## config.mk

```make
export PLATFORM = sky130hd
export DESIGN_NAME = pli_divstep
export DESIGN_NICKNAME = d
export VERILOG_FILES = /design/src/hdl/pli_pkg.sv /design/src/hdl/pli_divstep.sv
export SDC_FILE = /design/constraint.sdc
export NUM_CORES = 2
export LEC_CHECK = 0
export ABC_AREA = 1
export BUFFER_PORTS_ARGS = -buffer_cell sky130_fd_sc_hd__buf_2
export CORE_UTILIZATION = 45
export CTS_CLUSTER_SIZE = 40
export DETAILED_ROUTE_END_ITERATION = 16
export SLEW_MARGIN = 25
export SYNTH_ARGS = -nofsm -noshare
export SYNTH_HDL_FRONTEND = slang
export SYNTH_SLANG_ARGS = --single-unit
```

## constraint.sdc

```tcl
create_clock -name clock -period 7.87 [get_ports clock]
set_input_delay 1.574 -clock clock [delete_from_list [all_inputs] [get_ports clock]]
set_output_delay 1.574 -clock clock [all_outputs]
set_load 0.05 [all_outputs]
```

## src/hdl/pli_pkg.sv

```systemverilog
`timescale 1ns / 1ps
package pli_pkg;

   localparam int MAX_DIMS   = 4;
   localparam int MAX_EXTENT = 64;
   localparam int NDIM       = 4;

   localparam int IDX_W  = 26;
   localparam int CRD_W  = 6;
   localparam int EXT_W  = 7;
   localparam int DIM_W  = 3;
   localparam int CMD_W  = 3;
   localparam int DIR_W  = 2;
   localparam int CIN_W  = 16;
   localparam int ABS_W  = 17;
   localparam int REC_W  = 32;
   localparam int STR_W  = 19;
   localparam int VOL_W  = 25;
   localparam int DVOL_W = 27;
   localparam int CSR_IW = 3;

   localparam logic [CMD_W-1:0] CMD_C2S  = 3'd0;
   localparam logic [CMD_W-1:0] CMD_S2C  = 3'd1;
   localparam logic [CMD_W-1:0] CMD_SFWD = 3'd2;
   localparam logic [CMD_W-1:0] CMD_SBWD = 3'd3;
   localparam logic [CMD_W-1:0] CMD_LFWD = 3'd4;
   localparam logic [CMD_W-1:0] CMD_LBWD = 3'd5;

   localparam logic [CSR_IW-1:0] REG_DIMS  = 3'd0;
   localparam logic [CSR_IW-1:0] REG_EXT_0 = 3'd1;
   localparam logic [CSR_IW-1:0] REG_EXT_1 = 3'd2;
   localparam logic [CSR_IW-1:0] REG_EXT_2 = 3'd3;
   localparam logic [CSR_IW-1:0] REG_EXT_3 = 3'd4;

   typedef struct packed {
      logic                          busy;
      logic [DIM_W-1:0]              dims;
      logic [NDIM-1:0][EXT_W-1:0]    ext;
      logic [NDIM-1:0][REC_W-1:0]    rec;
      logic [REC_W-1:0]              rec_dims;
      logic [NDIM-1:0][STR_W-1:0]    stride;
      logic [VOL_W-1:0]              vol;
      logic [DVOL_W-1:0]             dvol;
   } cfg_type;

   typedef struct packed {
      logic [CMD_W-1:0]              cmd;
      logic [IDX_W-1:0]              idx;
      logic [DIR_W-1:0]              dir;
      logic [NDIM-1:0]               neg;
      logic [NDIM-1:0][ABS_W-1:0]    mag;
      logic [1:0]                    lmu;
      logic [NDIM-1:0][EXT_W-1:0]    rem;
   } side_type;

   typedef struct packed {
      logic [CMD_W-1:0]              cmd;
      logic [1:0]                    lmu;
      logic                          fault;
      logic [NDIM-1:0][CRD_W-1:0]    oc;
   } tail_type;

endpackage

```

## src/hdl/pli_divstep.sv

```systemverilog
`timescale 1ns / 1ps
module pli_divstep (
   input  logic                        clock,
   input  logic                        en,
   input  logic [pli_pkg::IDX_W-1:0]   x,
   input  logic [pli_pkg::EXT_W-1:0]   e,
   input  logic [pli_pkg::REC_W-1:0]   m,
   output logic [pli_pkg::IDX_W-1:0]   q,
   output logic [pli_pkg::EXT_W-1:0]   r
);
   import pli_pkg::*;

   // quotient estimate by reciprocal, then one correction step
   logic [IDX_W+REC_W-1:0] prod;
   logic [IDX_W-1:0]       q1_ff, q1_in, x1_ff;
   logic [IDX_W+EXT_W-1:0] t;
   logic [EXT_W:0]         d;
   logic [IDX_W-1:0]       q_ff, q_in;
   logic [EXT_W-1:0]       r_ff, r_in;

   assign prod  = {{REC_W{1'b0}}, x} * {{IDX_W{1'b0}}, m};
   assign q1_in = prod[IDX_W+REC_W-1:REC_W];

   always_comb begin
      t = {{EXT_W{1'b0}}, q1_ff} * {{IDX_W{1'b0}}, e};
      d = x1_ff[EXT_W:0] - t[EXT_W:0];
      if (d >= {1'b0, e}) begin
         q_in = q1_ff + 1'b1;
         r_in = EXT_W'(d - {1'b0, e});
      end else begin
         q_in = q1_ff;
         r_in = d[EXT_W-1:0];
      end
   end

   always_ff @(posedge clock) begin
      if (en) begin
         q1_ff <= q1_in;
         x1_ff <= x;
         q_ff  <= q_in;
         r_ff  <= r_in;
      end
   end

   assign q = q_ff;
   assign r = r_ff;
endmodule

```

# --- Yosys cells after proc, flatten, opt, wreduce, memory -nomap -nowiden ---
# Cells that the tools add are included.
# W data, S select, Z words.
classes:
  n_mul: 2
  n_mux: 2
  magnitude_cmp: 1
  add_sub_neg: 3
ops:
  columns: ["operator", "count"]
  rows:
  - ["$mul A26 B32 Y58", 1]
  - ["$add A26 B1 Y26 const B", 1]
  - ["$mul A26 B7 Y8", 1]
  - ["$mux W26", 1]
  - ["$ge A8 B7 Y1", 1]
  - ["$sub A8 B8 Y8", 1]
  - ["$mux W7", 1]
  - ["$sub A7 B7 Y7", 1]
word_totals:
  out_inout_bits: 33
  ff_bits: 67
  word_cells: 12
  input_bits: 67

# --- Longest topological paths before layout ---
depth:
  depth_word: 4
  depth_mapped: 32
  depth_no_buf: 30

# --- Worst setup path before layout ---
# OpenSTA, ideal clock, no wires.
synth_path:
  path_kind: "input to register"
  startpoint: "input m[27] (netlist bit)"
  endpoint: "register q1_ff[24], data pin"
  path_buffers: 2
  arrival_ns: 7.134
  setup_slack_ns: 0.484
  path_stages: 25
  setup_ns: 0.252
  required_ns: 7.618
  path_cell_list: "clkbuf_1 -> clkbuf_1 -> nand2_1 -> fa_1 -> inv_1 -> fa_1 -> inv_1 -> fa_1 -> inv_1 -> fa_1 -> fa_1 -> fa_1 -> inv_1 -> fa_1 -> inv_1 -> ha_1 -> nand2_1 -> nor2_1 -> inv_1 -> nor2_1 -> inv_1 -> nor4_1 -> nand2_1 -> nand3_1 -> nand2_1"
synth_between:
  elab_chain_cells: 1
synth_rtl:
  columns: ["element", "line", "rtl"]
  rows:
  - ["start, declared", "pli_divstep.sv:7", "input logic [pli_pkg::REC_W-1:0] m,"]
  - ["$mul A26 B32 Y58", "pli_divstep.sv:21", "assign prod = {{REC_W{1'b0}}, x} * {{IDX_W{1'b0}}, m};"]
  - ["via prod[56]", "pli_divstep.sv:14", "logic [IDX_W+REC_W-1:0] prod;"]
  - ["end signal, assigned", "pli_divstep.sv:38", "q1_ff <= q1_in;"]
  - ["end, declared", "pli_divstep.sv:15", "logic [IDX_W-1:0] q1_ff, q1_in, x1_ff;"]
# The timed path passes the listed nets, and every way through them passes these cells.
# A chain may end at the register's enable or synchronous reset.

# --- Final worst setup path ---
layout_path:
  startpoint: "input x[15] (netlist bit)"
  endpoint: "register q1_ff[17], data pin"
layout_between:
  elab_chain_cells: 1
layout_rtl:
  columns: ["element", "line", "rtl"]
  rows:
  - ["start, declared", "pli_divstep.sv:5", "input logic [pli_pkg::IDX_W-1:0] x,"]
  - ["$mul A26 B32 Y58", "pli_divstep.sv:21", null]
  - ["via prod[49]", "pli_divstep.sv:14", null]
# The timed path passes the listed nets, and every way through them passes these cells.

==> results.md <==
- The global-route usage over all layers is 26.60%.
- The topmost layer with routed signal wires is met5.
- The worst setup path is launched from an input port.
- After Yosys synthesis, and, or, nand and nor cells account for 18.77% of the synthesized area.
- The flow ran to the end, and the final reports show no timing, DRC or antenna violations.
- The floorplan has 98 rows.
- The later pin in the worst-skew pair is clocked with a latency of 360 ps.
- STA classifies the critical path endpoint as a flip-flop.
- The floorplan core area is 71850 um2.
- In this design, the stage delay of the slowest critical-path cell is 550 ps.
- The total overflow left after global routing is 0.
- The total number of H-tree levels is 3.
- The critical path's top delay family is adder cells.
- The number of hold buffers added after cts is 0.
- The worst path meets setup with 349.1 ps of slack.
- In this run the remaining antenna-violating nets after routing total 0.
- Between clock sinks in the finished design, the worst skew comes to 23.26 ps.
- For the worst setup path, the data required time is 7970 ps.
- The number of diodes added for antenna fixing is 0.
- The peak fanout along the critical path is 22.
- Detailed routing placed a total of 44520 um of wire on met2.
- The worst max-slew margin expressed relative to the limit is 35.54%.
- The first global-routing pass estimated 154000 um of wire.
- The arrival time at the worst endpoint is 7620 ps.
- The number of global-route vias before repair is 28310.
- The final number of max-transition violations came to 0.
- The category of the critical setup timing path is input port to flip-flop.
- The met3 routed wirelength is 5653 um.
- The total I/O pin count is 100.
- The critical path goes through buf_2 -> nand2_1 -> fa_1 -> inv_1 -> fa_1 -> inv_1 -> fa_1 -> fa_1 -> inv_1 -> fa_1 -> fa_1 -> inv_1 -> fa_1 -> inv_1 -> ha_1 -> a21oi_1 -> o21ai_0 -> a21oi_1 -> inv_1 -> a21oi_1 -> nand3_1 -> nand2_1 -> nand2_1.
- The fraction of the mapped netlist area in compound gates is 2.393%.
- The highest achievable clock rate is 0.1330 GHz.
- Of the synthesized area, sequential elements account for 6.118%.
- The clock passes through at most 2 buffers.
- After detailed routing, the number of vias per cell comes to 4.855.
- The area taken by flip-flops and latches is 2012 um2.
- Setup repair after global routing left no endpoint under its margin.
- The number of hold violations in the final report was 0.
- Measured along the x axis, the die boundary spans 272.3 um.
- The number of unique standard cell types used by synthesis is 34.
- The library cells used most frequently in the layout, excluding fill and tap cells, are sky130_fd_sc_hd__inv_1 (1395), sky130_fd_sc_hd__nand2_1 (1270), sky130_fd_sc_hd__fa_1 (736), sky130_fd_sc_hd__ha_1 (218), sky130_fd_sc_hd__buf_4 (170).
- The average instance in the mapped netlist occupies 7.532 um2.
- The number of warning messages in the yosys log is 0.
- The relative area change from synthesis to final layout is 8.813%.
- In the synthesized netlist, mux cells make up 0% of the area.
- The final HPWL from detailed placement is 77990 um.
- For this block, the initial DRC count from the detailed router was 1804.
- The class of the worst hold path is flip-flop to flip-flop.
- After clock tree synthesis, the clock-pin slew on the worst setup and hold paths is 60 ps.
- The weighted congestion reported at the end of routability-driven placement is 0.9336.
- From bottom edge to top edge, the die measures 272.3 um.
- The cell type of the slowest stage on the worst timing path is sky130_fd_sc_hd__buf_2.
- Entering global routing, the biggest net connects 68 pins.
- The total clock buffers created by CTS is 9.
- At the pin with the least slew margin, the transition time is 966.8 ps.
- The post-CTS setup buffer count is 0.
- The XOR/XNOR share of the synthesized area is 1.252%.
- The routed wire length is 92750 um.
- The first-pass iteration count of the detailed router is 6.
- The clock tree from TritonCTS is done.
- The detailed-route wire length per cell is 17.08 um.
- The post-route clock period utilization is 95.56%.
- The clock sink count is 67.
- The number of input and output port buffers inserted is 99.
- The floorplan step defined a die boundary enclosing 74160 um2.
- The combinational family with the most area after synthesis is adder cells.
- The number of setup violations in the final report is 0.
- The post-synthesis sequential element count is 67.
- The most common library cell in the layout ignoring fill and taps is sky130_fd_sc_hd__inv_1.
- The arithmetic-cell share of the synthesized area counting full adders, half adders and majority gates is 53.10%.
- The number of antenna violations at the first check in global routing is 2.
- The max capacitance violation total is 0.
- The root buffer cell chosen for the clock tree is sky130_fd_sc_hd__clkbuf_16.
- The post-synthesis cell count is 4366.
- In the final layout, the multi-input gates occupy 24840 um2.
- The post-route netlist has 7.076% of its cells at a drive strength greater than 1.
- The count of fill cells added during filler insertion is 7281.
- The remaining routing DRC violations is 0.
- For this block, wires on met1 add up to 40150 um.
- Together, buffers and inverters on the worst path number 7.
- The area of the mapped netlist is 32880 um2.
- The worst slack at placement is -144.6 ps.
- After layout, the minimum clock period comes to 7521 ps.
- The most frequent cell on the critical path is sky130_fd_sc_hd__fa_1.
- The synthesized net count is 5387.
- Summing over every cut layer, the via total after detailed routing is 26360.
- In the final design database the tool counted 5496 nets.
- The initial utilization of the core area, before any placement, comes to 45.76%.
layout make-up:
type                       count  area share, %
tap                          950          3.322
inverter                    1396          14.64
sequential                    67          5.623
clock inverter                 6         0.1993
clock buffer                  10         0.6399
timing repair buffer         290          6.161
multi-input combinational   2711          69.41
registers in the layout, summed over array words and instances, names as in the netlist:
register	count
x1_ff	8
q	26
q1_ff	26
r	7
worst min-delay path: cells and delay by family (launching register included):
family        cells  cell delay (ps)
flops             1              360
simple gates      2              200
routing by layer:
layer  GRT usage [%]  up-vias
met3           2.751      134
met1           36.31    13000
met4           6.431        2
li1                -    12420
met2           45.33      811
met5               0        -
path summary, 6_finish.rpt:
check	from	slack (ps)	to	depth (start not counted)
hold reg to reg	q1_ff[25]	690	q[25]	2
hold / removal	q1_ff[25]	690	q[25]	2
setup reg to reg	q1_ff[2]	2480	q[5]	21
setup / recovery	x[15]	350	q1_ff[17]	23
kinds of logic (layout without fill, tap and decap cells):
| logic type | count (synthesis) | in the layout |
|---|---|---|
| buf+inv | 1588 | 1702 |
| simple gates | 1565 | 1565 |
| fa+ha+maj | 954 | 954 |
| compound gates | 145 | 145 |
| flops | 67 | 67 |
| xor+xnor | 47 | 47 |
synthesized netlist by cell type (all sizes together):
library cell | n | area share (%)
nand2 | 1273 | 15
a21oi | 80 | 1.2
edfxtp | 67 | 6.1
a31oi | 2 | 0.038
o21bai | 9 | 0.21
clkbuf | 170 | 1.9
nand3 | 104 | 1.6
inv | 1396 | 16
nor3 | 21 | 0.35
nand2b | 1 | 0.019
nor2 | 128 | 1.5
xnor2 | 16 | 0.43
ha | 218 | 8.3
o221ai | 1 | 0.027
a21boi | 2 | 0.046
o21ai | 45 | 0.68
nor4 | 7 | 0.17
a21o | 3 | 0.068
xor2 | 31 | 0.83
buf | 22 | 0.49
and3 | 3 | 0.057
or2 | 2 | 0.038
a211oi | 1 | 0.061
o21a | 2 | 0.046
fa | 736 | 45
nand4 | 26 | 0.49
stage by stage:
step                TNS, ps  cell area, um2  utilization [%]  hold slack (ps)  cells
finish                    0           35780            49.80            691.4   5430
global route              0           35780            49.80            730.9   5430
CTS                       0           35770            49.78            702.9   5430
detailed placement    -1047           35470            49.36            681.6   5414
global placement      -1090           35470            49.36            675.9   5414
floorplan                 0           32880                -            568.0   4366
timing repair:
action                     CTS  global route
setup endpoints to repair    0            14
gates resized for setup      0             6
hold endpoints to repair     0             0
Power is left out: the tool's default activity adds up to more than one toggle a clock period on the data nets, which glitch-free logic cannot reach.
