`config.mk`:
```
export PLATFORM = sky130hd
export DESIGN_NAME = pli_cfg
export DESIGN_NICKNAME = d
export VERILOG_FILES = /design/src/hdl/pli_pkg.sv /design/src/hdl/pli_cfg.sv
export SDC_FILE = /design/constraint.sdc
export NUM_CORES = 2
export LEC_CHECK = 0
export BUFFER_PORTS_ARGS = -buffer_cell sky130_fd_sc_hd__buf_2
export CORE_ASPECT_RATIO = 0.75
export CORE_MARGIN = 10
export CORE_UTILIZATION = 45
export CTS_BUF_LIST = sky130_fd_sc_hd__clkbuf_8
export CTS_CLUSTER_DIAMETER = 150
export DETAILED_ROUTE_END_ITERATION = 6
export GPL_TIMING_DRIVEN = 0
export MAX_ROUTING_LAYER = met4
export PLACE_DENSITY = 0.73
export SLEW_MARGIN = 20
export SYNTH_ARGS = -nofsm -noshare
export SYNTH_HDL_FRONTEND = slang
export SYNTH_SLANG_ARGS = --single-unit
export TNS_END_PERCENT = 30
```
`constraint.sdc`:
```
create_clock -name clock -period 9 [get_ports clock]
set_input_delay 0.9 -clock clock [delete_from_list [all_inputs] [get_ports clock]]
set_output_delay 0.9 -clock clock [all_outputs]
set_load 0.005 [all_outputs]
```
`src/hdl/pli_pkg.sv`:
```
`timescale 1ns / 1ps
package pli_pkg;

   localparam int MAX_DIMS   = 4;
   localparam int MAX_EXTENT = 64;
   localparam int NDIM       = 4;

   localparam int IDX_W  = 26;
   localparam int CRD_W  = 6;
   localparam int EXT_W  = 7;
   localparam int DIM_W  = 3;
   localparam int CMD_W  = 3;
   localparam int DIR_W  = 2;
   localparam int CIN_W  = 16;
   localparam int ABS_W  = 17;
   localparam int REC_W  = 32;
   localparam int STR_W  = 19;
   localparam int VOL_W  = 25;
   localparam int DVOL_W = 27;
   localparam int CSR_IW = 3;

   localparam logic [CMD_W-1:0] CMD_C2S  = 3'd0;
   localparam logic [CMD_W-1:0] CMD_S2C  = 3'd1;
   localparam logic [CMD_W-1:0] CMD_SFWD = 3'd2;
   localparam logic [CMD_W-1:0] CMD_SBWD = 3'd3;
   localparam logic [CMD_W-1:0] CMD_LFWD = 3'd4;
   localparam logic [CMD_W-1:0] CMD_LBWD = 3'd5;

   localparam logic [CSR_IW-1:0] REG_DIMS  = 3'd0;
   localparam logic [CSR_IW-1:0] REG_EXT_0 = 3'd1;
   localparam logic [CSR_IW-1:0] REG_EXT_1 = 3'd2;
   localparam logic [CSR_IW-1:0] REG_EXT_2 = 3'd3;
   localparam logic [CSR_IW-1:0] REG_EXT_3 = 3'd4;

   typedef struct packed {
      logic                          busy;
      logic [DIM_W-1:0]              dims;
      logic [NDIM-1:0][EXT_W-1:0]    ext;
      logic [NDIM-1:0][REC_W-1:0]    rec;
      logic [REC_W-1:0]              rec_dims;
      logic [NDIM-1:0][STR_W-1:0]    stride;
      logic [VOL_W-1:0]              vol;
      logic [DVOL_W-1:0]             dvol;
   } cfg_type;

   typedef struct packed {
      logic [CMD_W-1:0]              cmd;
      logic [IDX_W-1:0]              idx;
      logic [DIR_W-1:0]              dir;
      logic [NDIM-1:0]               neg;
      logic [NDIM-1:0][ABS_W-1:0]    mag;
      logic [1:0]                    lmu;
      logic [NDIM-1:0][EXT_W-1:0]    rem;
   } side_type;

   typedef struct packed {
      logic [CMD_W-1:0]              cmd;
      logic [1:0]                    lmu;
      logic                          fault;
      logic [NDIM-1:0][CRD_W-1:0]    oc;
   } tail_type;

endpackage

```
`src/hdl/pli_cfg.sv`:
```
`timescale 1ns / 1ps
module pli_cfg (
   input  logic                         clock,
   input  logic                         reset,
   input  logic                         csr_valid,
   input  logic [pli_pkg::CSR_IW-1:0]   csr_index,
   input  logic [pli_pkg::EXT_W-1:0]    csr_data,
   output pli_pkg::cfg_type             cfg
);
   import pli_pkg::*;

   localparam logic [2:0] SETTLE = 3'd7;

   logic [DIM_W-1:0]           num_dims_ff;
   logic [NDIM-1:0][EXT_W-1:0] ext_ff;
   logic [2:0]                 cnt_ff, cnt_in;

   logic [NDIM-1:0][EXT_W-1:0] eff_ff, eff_in;
   logic [DIM_W-1:0]           dims_ff, dims_in;
   logic [NDIM-1:0][REC_W-1:0] rec_ff;
   logic [REC_W-1:0]           recd_ff;
   logic [NDIM-1:0][STR_W-1:0] str_ff, str_in;
   logic [VOL_W-1:0]           vol_ff, vol_in;
   logic [DVOL_W-1:0]          dvol_ff, dvol_in;
   logic [1:0]                 top_k;

   logic [REC_W-1:0] rec_lut [0:MAX_EXTENT];

   assign rec_lut[0] = '1;
   for (genvar g = 1; g <= MAX_EXTENT; g++) begin : g_rec
      localparam logic [REC_W-1:0] RV = 32'hFFFF_FFFF / g;
      assign rec_lut[g] = RV;
   end

   always_comb begin
      for (int k = 0; k < NDIM; k++) begin
         if (ext_ff[k] == '0)
            eff_in[k] = EXT_W'(1);
         else if (ext_ff[k] > EXT_W'(MAX_EXTENT))
            eff_in[k] = EXT_W'(MAX_EXTENT);
         else
            eff_in[k] = ext_ff[k];
      end
      if (num_dims_ff == '0)
         dims_in = DIM_W'(1);
      else if (num_dims_ff > DIM_W'(MAX_DIMS))
         dims_in = DIM_W'(MAX_DIMS);
      else
         dims_in = num_dims_ff;
      str_in[0] = STR_W'(1);
      for (int k = 1; k < NDIM; k++)
         str_in[k] = STR_W'(str_ff[k-1] * {{(STR_W-EXT_W){1'b0}}, eff_ff[k-1]});
      top_k  = 2'(dims_ff - 1'b1);
      vol_in = VOL_W'({{(VOL_W-STR_W){1'b0}}, str_ff[top_k]}
                      * {{(VOL_W-EXT_W){1'b0}}, eff_ff[top_k]});
      dvol_in = DVOL_W'({{(DVOL_W-VOL_W){1'b0}}, vol_ff}
                        * {{(DVOL_W-DIM_W){1'b0}}, dims_ff});
      cnt_in = csr_valid ? SETTLE : ((cnt_ff != '0) ? cnt_ff - 1'b1 : cnt_ff);
   end

   always_ff @(posedge clock) begin
      if (reset) begin
         num_dims_ff <= DIM_W'(4);
         for (int k = 0; k < NDIM; k++) ext_ff[k] <= EXT_W'(8);
         cnt_ff <= SETTLE;
      end else begin
         cnt_ff <= cnt_in;
         if (csr_valid) begin
            case (csr_index)
               REG_DIMS:  num_dims_ff <= csr_data[DIM_W-1:0];
               REG_EXT_0: ext_ff[0] <= csr_data;
               REG_EXT_1: ext_ff[1] <= csr_data;
               REG_EXT_2: ext_ff[2] <= csr_data;
               REG_EXT_3: ext_ff[3] <= csr_data;
               default: ;
            endcase
         end
      end
   end

   always_ff @(posedge clock) begin
      eff_ff  <= eff_in;
      dims_ff <= dims_in;
      for (int k = 0; k < NDIM; k++) rec_ff[k] <= rec_lut[eff_in[k]];
      recd_ff <= rec_lut[{{(EXT_W-DIM_W){1'b0}}, dims_in}];
      str_ff  <= str_in;
      vol_ff  <= vol_in;
      dvol_ff <= dvol_in;
   end

   always_comb begin
      cfg.busy     = (cnt_ff != '0);
      cfg.dims     = dims_ff;
      cfg.ext      = eff_ff;
      cfg.rec      = rec_ff;
      cfg.rec_dims = recd_ff;
      cfg.stride   = str_ff;
      cfg.vol      = vol_ff;
      cfg.dvol     = dvol_ff;
   end
endmodule

```
After elaboration in Yosys (flattened, before gate mapping)
Memories as Yosys holds them, arrays and structs flattened. A register that Yosys moved wholly into a read port is not among the register bits.
Cells that the tools add are included.

operators by class
  add/sub/neg operators = 2
  $mul = 4
  $lt $le $gt $ge = 6
  equality and inequality tests = 4
  mux-type cells = 14
  bitwise logic cells = 5
  reductions and logical operators = 13

operator list
  operator                                                    number
  2-to-1 mux 7 bit                                            9
  binary-select mux 19 bit (select 2 bit)                     1
  NOT 7 -> 8 bit                                              4
  greater-than comparator 7 bit, second input constant        4
  logical NOT 7 bit                                           4
  multiplier 25 x 3 -> 27 bit                                 1
  multiplier 19 x 7 -> 25 bit                                 1
  multiplier 14 x 7 -> 19 bit                                 1
  2-to-1 mux 19 bit                                           1
  binary-select mux 7 bit (select 2 bit)                      1
  multiplier 7 x 7 -> 14 bit                                  1
  AND reduction 2 bit                                         5
  NOT 3 -> 8 bit                                              1
  equality test 3 x 2 -> 1 bit, second input constant         2
  logical NOT 3 bit                                           2
  2-to-1 mux 3 bit                                            2
  equality test 3 x 1 -> 1 bit, second input constant         1
  equality test 3 bit, second input constant                  1
  greater-than comparator 3 bit, second input constant        1
  less-than comparator 2 x 3 -> 1 bit, second input constant  1
  nonzero test 3 bit                                          1
  subtractor 3 x 1 -> 3 bit, second input constant            1
  OR reduction 2 bit                                          1
  subtractor 2 x 1 -> 2 bit, second input constant            1

word-level totals
  register bits = 157
  bits in read-only memories = 20480
  bits of input ports = 13
  word-level logic and storage cells = 69
  memories kept = 5

memory list
  name              depth  bits a word  rd ports  clocked after Yosys merged registers in  write ports  RTL line       RTL
  (name not given)  128    32           1         1                                        0            pli_cfg.sv:85  recd_ff <= rec_lut[{{(EXT_W-DIM_W){1'b0}}, dims_in}];
  (name not given)  128    32           1         1                                        0            pli_cfg.sv:84  for (int k = 0; k < NDIM; k++) rec_ff[k] <= rec_lut[eff_in[k]];
  (name not given)  128    32           1         1                                        0            pli_cfg.sv:84
  (name not given)  128    32           1         1                                        0            pli_cfg.sv:84
  (name not given)  128    32           1         1                                        0            pli_cfg.sv:84

Logic depth before layout (Yosys ltp)
  depth after elaboration = 4
  gate-level depth with buffers = 22

Worst setup path after synthesis
No wires, ideal clock.

  path kind = reg2reg
  start = reg dims_ff[1]
  end = reg vol_ff[24]
  setup time = 0.121 ns
  arrival time = 5.599 ns
  path slack = 3.281 ns
  stages on the path, launching flop included = 21
  buffers on the path = 2
  path through = dfxtp_1 buf_2 mux2_2 a22oi_1 a21boi_0 buf_2 nor2_1 fa_1 fa_1 fa_1 inv_1 fa_1 inv_1 ha_1 and3_2 o32ai_1 o21ai_2 a221oi_2 or4b_1 a31oi_1 xnor2_1

on the way
  word-level cells in the longest chain between the ends = 4
  elaborated cells on any way between the ends = 6

RTL lines
  what                                                                                               RTL line                      RTL
  start: declaration                                                                                 pli_cfg.sv:19                 logic [DIM_W-1:0] dims_ff, dims_in;
  start signal: assignment                                                                           pli_cfg.sv:83                 dims_ff <= dims_in;
  subtractor 2 x 1 -> 2 bit (*)                                                                      pli_cfg.sv:53                 top_k = 2'(dims_ff - 1'b1);
  binary-select mux 19 bit (select 2 bit) or binary-select mux 7 bit (select 2 bit) (tied branches)  pli_cfg.sv:54, pli_cfg.sv:55
  2-to-1 mux 19 bit (not written as such) or 2-to-1 mux 7 bit (tied branches)                        pli_cfg.sv:54, pli_cfg.sv:55
  multiplier 19 x 7 -> 25 bit (*)                                                                    pli_cfg.sv:55                 * {{(VOL_W-EXT_W){1'b0}}, eff_ff[top_k]});
  net vol_in[24]                                                                                     pli_cfg.sv:23                 logic [VOL_W-1:0] vol_ff, vol_in;
  end signal: assignment                                                                             pli_cfg.sv:87                 vol_ff <= vol_in;
  end: declaration                                                                                   pli_cfg.sv:23

Mark *: on every way through the listed nets, which the timed path passes. The rest lies on a longest branch. The select of a mux whose other input is x is not followed.
A chain may end at the register's enable or synchronous reset.

Worst setup path after layout
Same ends and word-level chain as after synthesis.

==> Implementation_results.wiki <==
{| class="wikitable"
! Metric !! Value
|-
| Result of the run || finished with violations
|-
| Violated checks || DRC
|-
| Remaining DRCs || 8
|-
| Synthesis-to-finish area growth || 13.5%
|-
| Largest vdd supply drop || around 0.11 mV
|-
| DRT Pass-1 Iters || 7
|-
| Detailed router's first-iteration violation count || about 4700
|-
| YS warnings || 0
|-
| Initial standard-cell utilization of the core || a little under half
|-
| Worst Hold End || cfg[77]
|-
| Beginning of the worst hold path || cfg[294]
|-
| Number of post-CTS setup repair buffers || 0
|-
| Post-detailed-routing wire length || around 130000 um
|-
| Routed length on met2 || 52200 um
|-
| Setup TNS || 0 ns
|-
| Count of instances resized after the clock tree is built || 0
|-
| Number of endpoints with negative hold slack in the final report || 0
|-
| Ordered list of cells on the worst path || buf_2, nor2_1, a22oi_1, a21boi_0, buf_2, nor2_1, fa_1, fa_1, fa_1, inv_1, fa_1, inv_1, ha_1, and3_2, o32ai_1, o21ai_2, a221oi_2, or4b_1, a31oi_1, xnor2_1
|-
| Endpoint of the worst-slack reg-to-reg timing path || vol_ff[24]
|-
| CTS H-Tree Depth || 2
|-
| Number of global-route vias before repair || roughly 30000
|-
| Final Slew Violations || 0
|-
| Number of antenna violations at the first check in global routing || 13
|-
| Bufs on Longest Clock Path || 3
|-
| Fmax || 136 MHz
|-
| Critical path arrival || 7.96 ns
|-
| Class of the most critical setup path || flip-flop to flip-flop
|-
| Last weighted congestion value of the routability-driven placer || 1.12
|-
| Detailed-placement wirelength estimate || approximately 100000 um
|-
| Synth Instances || 3669
|-
| Most frequent cell on the critical path || fa_1
|-
| Post-route clock skew || 0.0364 ns
|-
| Pin slew with the least headroom to its limit || 1.31 ns
|-
| Pin count of the biggest net entering global routing || 17
|-
| Root buffer selected by CTS || clkbuf_8
|-
| Peak fanout along the critical path || 10
|-
| Leakage power total || between 10 and 15 nW
|-
| Number of nets in the layout || ~4400
|-
| Max-cap violations || 0
|-
| Routed length on met3 || around 22000 um
|-
| Port Buffer Count || a little under 300
|-
| RSZ-0062 raised after global routing || false
|-
| Clock insertion delay at the later pin of the skew report || approximately 0.7 ns
|-
| ANT nets after route || 0
|-
| Proportion of register bits with asynchronous set or reset after synthesis || 0%
|-
| Total number of placement rows || 78
|-
| Uppermost routed layer || met4
|-
| Number of cells on the worst reg-to-reg path || 20
|-
| Proportion of layout cells with a drive suffix above 1 || 13.0%
|-
| First-pass GRT wire length || between 150000 and 200000 um
|-
| Most frequent cells after synthesis || 469 x nand2_1, 373 x nor2_1, 301 x a21oi_1
|-
| Sequential share of the synthesized area || between 20% and 30%
|-
| Power per cell area || approximately 110 mW/mm2
|-
| Top-area cell type share of the netlist area || 21.2%
|-
| Worst EP required || around 9.6 ns
|-
| Core area || 0.0609 mm2
|-
| CTS Buf Count || 51
|-
| Number of enable flip-flop cells after synthesis || 0
|-
| IO Count || between 300 and 400
|-
| Kind of start point of the critical path || flip-flop
|-
| Worst hold slack across all endpoints || around 0.40 ns
|-
| Tmin final || between 7 and 8 ns
|-
| Most frequent cell after synthesis || nand2_1
|-
| Type of destination of the critical path || flip-flop
|-
| Remaining max-slew budget at the tightest pin || ~13%
|-
| Largest cells by area after synthesis || dfxtp_1 21%, fa_1 14%, ha_1 8.3%
|-
| Final core utilization || between 50% and 60%
|-
| Hold/Removal Path Class || flip-flop to flip-flop
|-
| Library cells used by synthesis || slightly below 90
|-
| Total standard cell area after synthesis || between 0.02 and 0.03 mm2
|-
| # setup viols final || 0
|-
| Routed WL per cell || 27.4 um
|-
| FF-to-FF setup slack || around 1.6 ns
|-
| Die span in x || 307 um
|-
| Die Ht || 236 um
|-
| Quantity of hold-fixing buffers added after cts || 0
|-
| Vias || about 31000
|-
| Post-synthesis sequential element count || slightly below 300
|-
| Mean cell area of the mapped netlist || about 7.6 um2
|-
| Total power draw || 0.00361 W
|-
| Clock edge transition at the registers on the reported setup and hold paths || 0.06 ns
|-
| Per-cell via count in the routed design || ~6.4
|-
| Max stage delay on crit path || ~0.83 ns
|-
| Clock tree from TritonCTS || built
|-
| Met1 Routed Length || approximately 56000 um
|-
| Overall global routing resource usage || between 30% and 40%
|-
| Filler cell count || ~6000
|-
| Start of the worst register-to-register path || dims_ff[1]
|-
| CP top delay family || adder cells
|-
| Die ar. || 0.0724 mm2
|-
| Cell type contributing the most total cell area after synthesis || dfxtp_1
|-
| Post-synth top flop || dfxtp_1
|-
| Critical Path Slowest Stage Cell || a21boi_0
|-
| Ratio of final minimum period to clock period || between 80% and 90%
|-
| Depth of the worst hold-timing path || 0
|-
| Crit path buf inv count || 4
|-
| Remaining Overflow, GRT || 0
|-
| CTS sink count || approximately 300
|}
==> power breakdown <==
group / switching [W] / internal, W / leakage (nW)
registers: 0.0000603 / 0.00139 / 2.41
clock network: 0.000654 / 0.000725 / 0.612
logic: 0.000527 / 0.000257 / 11.4
total: 0.00124 / 0.00237 / 14.4
==> layout by cell type, fill, tap and decap left out, types with 38 or more instances in the layout <==
master | synthesis | final
a211oi_1 | 54 | 54
a21oi_1 | 301 | 301
a31oi_1 | 56 | 56
and2_1 | 69 | 69
buf_1 | 41 | 41
buf_2 | 37 | 333
buf_4 | 67 | 67
clkbuf_1 | 184 | 184
clkbuf_8 | 0 | 63
conb_1 | 2 | 38
dfxtp_1 | 295 | 295
fa_1 | 189 | 189
ha_1 | 184 | 184
inv_1 | 296 | 309
mux2i_1 | 47 | 47
nand2_1 | 469 | 469
nand2b_1 | 53 | 53
nand3_1 | 58 | 58
nor2_1 | 373 | 373
nor3_1 | 60 | 60
o211ai_1 | 50 | 50
o21ai_0 | 237 | 237
xnor2_1 | 56 | 56
==> per-stage QoR <==
stage                     cell area [um2]  std cells  worst slack [ns]
final                               31700       4911              1.63
after global placement              30500       4800              2.04
after CTS                           31600       4892              1.91
after floorplan                     28000       3705              3.28
after detailed placement            30500       4801              1.90
after global routing                31600       4906              1.31
==> layer usage <==
layer / track usage, % / up-vias
met2: 47.6 / 2520
met5: - / -
met3: 17.3 / 426
li1: - / 13275
met1: 48.2 / 14995
met4: 11.2 / 0
==> logic make-up (layout without fill, tap and decap cells) <==
group                      count (synthesis)  count (layout)  share of synthesized area [%]
xor gates and xnor gates                  71              71                           2.23
buffers and inverters                    639            1026                           9.80
muxes                                     61              61                           2.37
adders and majority gates                374             374                           21.9
and+or+nand+nor                         1182            1182                           18.6
AOI/OAI and AO/OA                       1045            1045                           24.0
DFF                                      295             295                           21.2
other                                      2              57                         0.0269
==> registers in the layout, summed over array words and instances (netlist names) <==
register     flops
cfg            196
num_dims_ff      3
recd_ff         10
vol_ff          25
ext_ff          28
cnt_ff           3
dvol_ff         27
dims_ff          3
==> cell type report <==
type	count	area, um2	share of cell area [%]
clock inverters	28	231	0.731
flip-flops and latches	295	5910	18.7
repair buffers	296	1480	4.68
inverters	307	1150	3.64
clock buffers	63	867	2.74
well taps	800	1000	3.16
plain buffers	332	1580	5.00
multi-input cells	2771	19400	61.2
diodes	19	47.5	0.150
==> how the worst max path moves through the flow <==
| stage | from | to | cells past startpoint |
|---|---|---|---|
| 4_1_cts | dims_ff[1] | vol_ff[24] | 20 |
| 5_1_grt | dims_ff[1] | vol_ff[24] | 20 |
| 2_1_floorplan | dims_ff[1] | vol_ff[24] | 20 |
| 3_5_place_dp | dims_ff[1] | vol_ff[24] | 20 |
| 3_3_place_gp | dims_ff[1] | vol_ff[24] | 21 |
| 6_report | dims_ff[1] | vol_ff[24] | 20 |
Note: power is estimated with default switching activity, not from simulation.
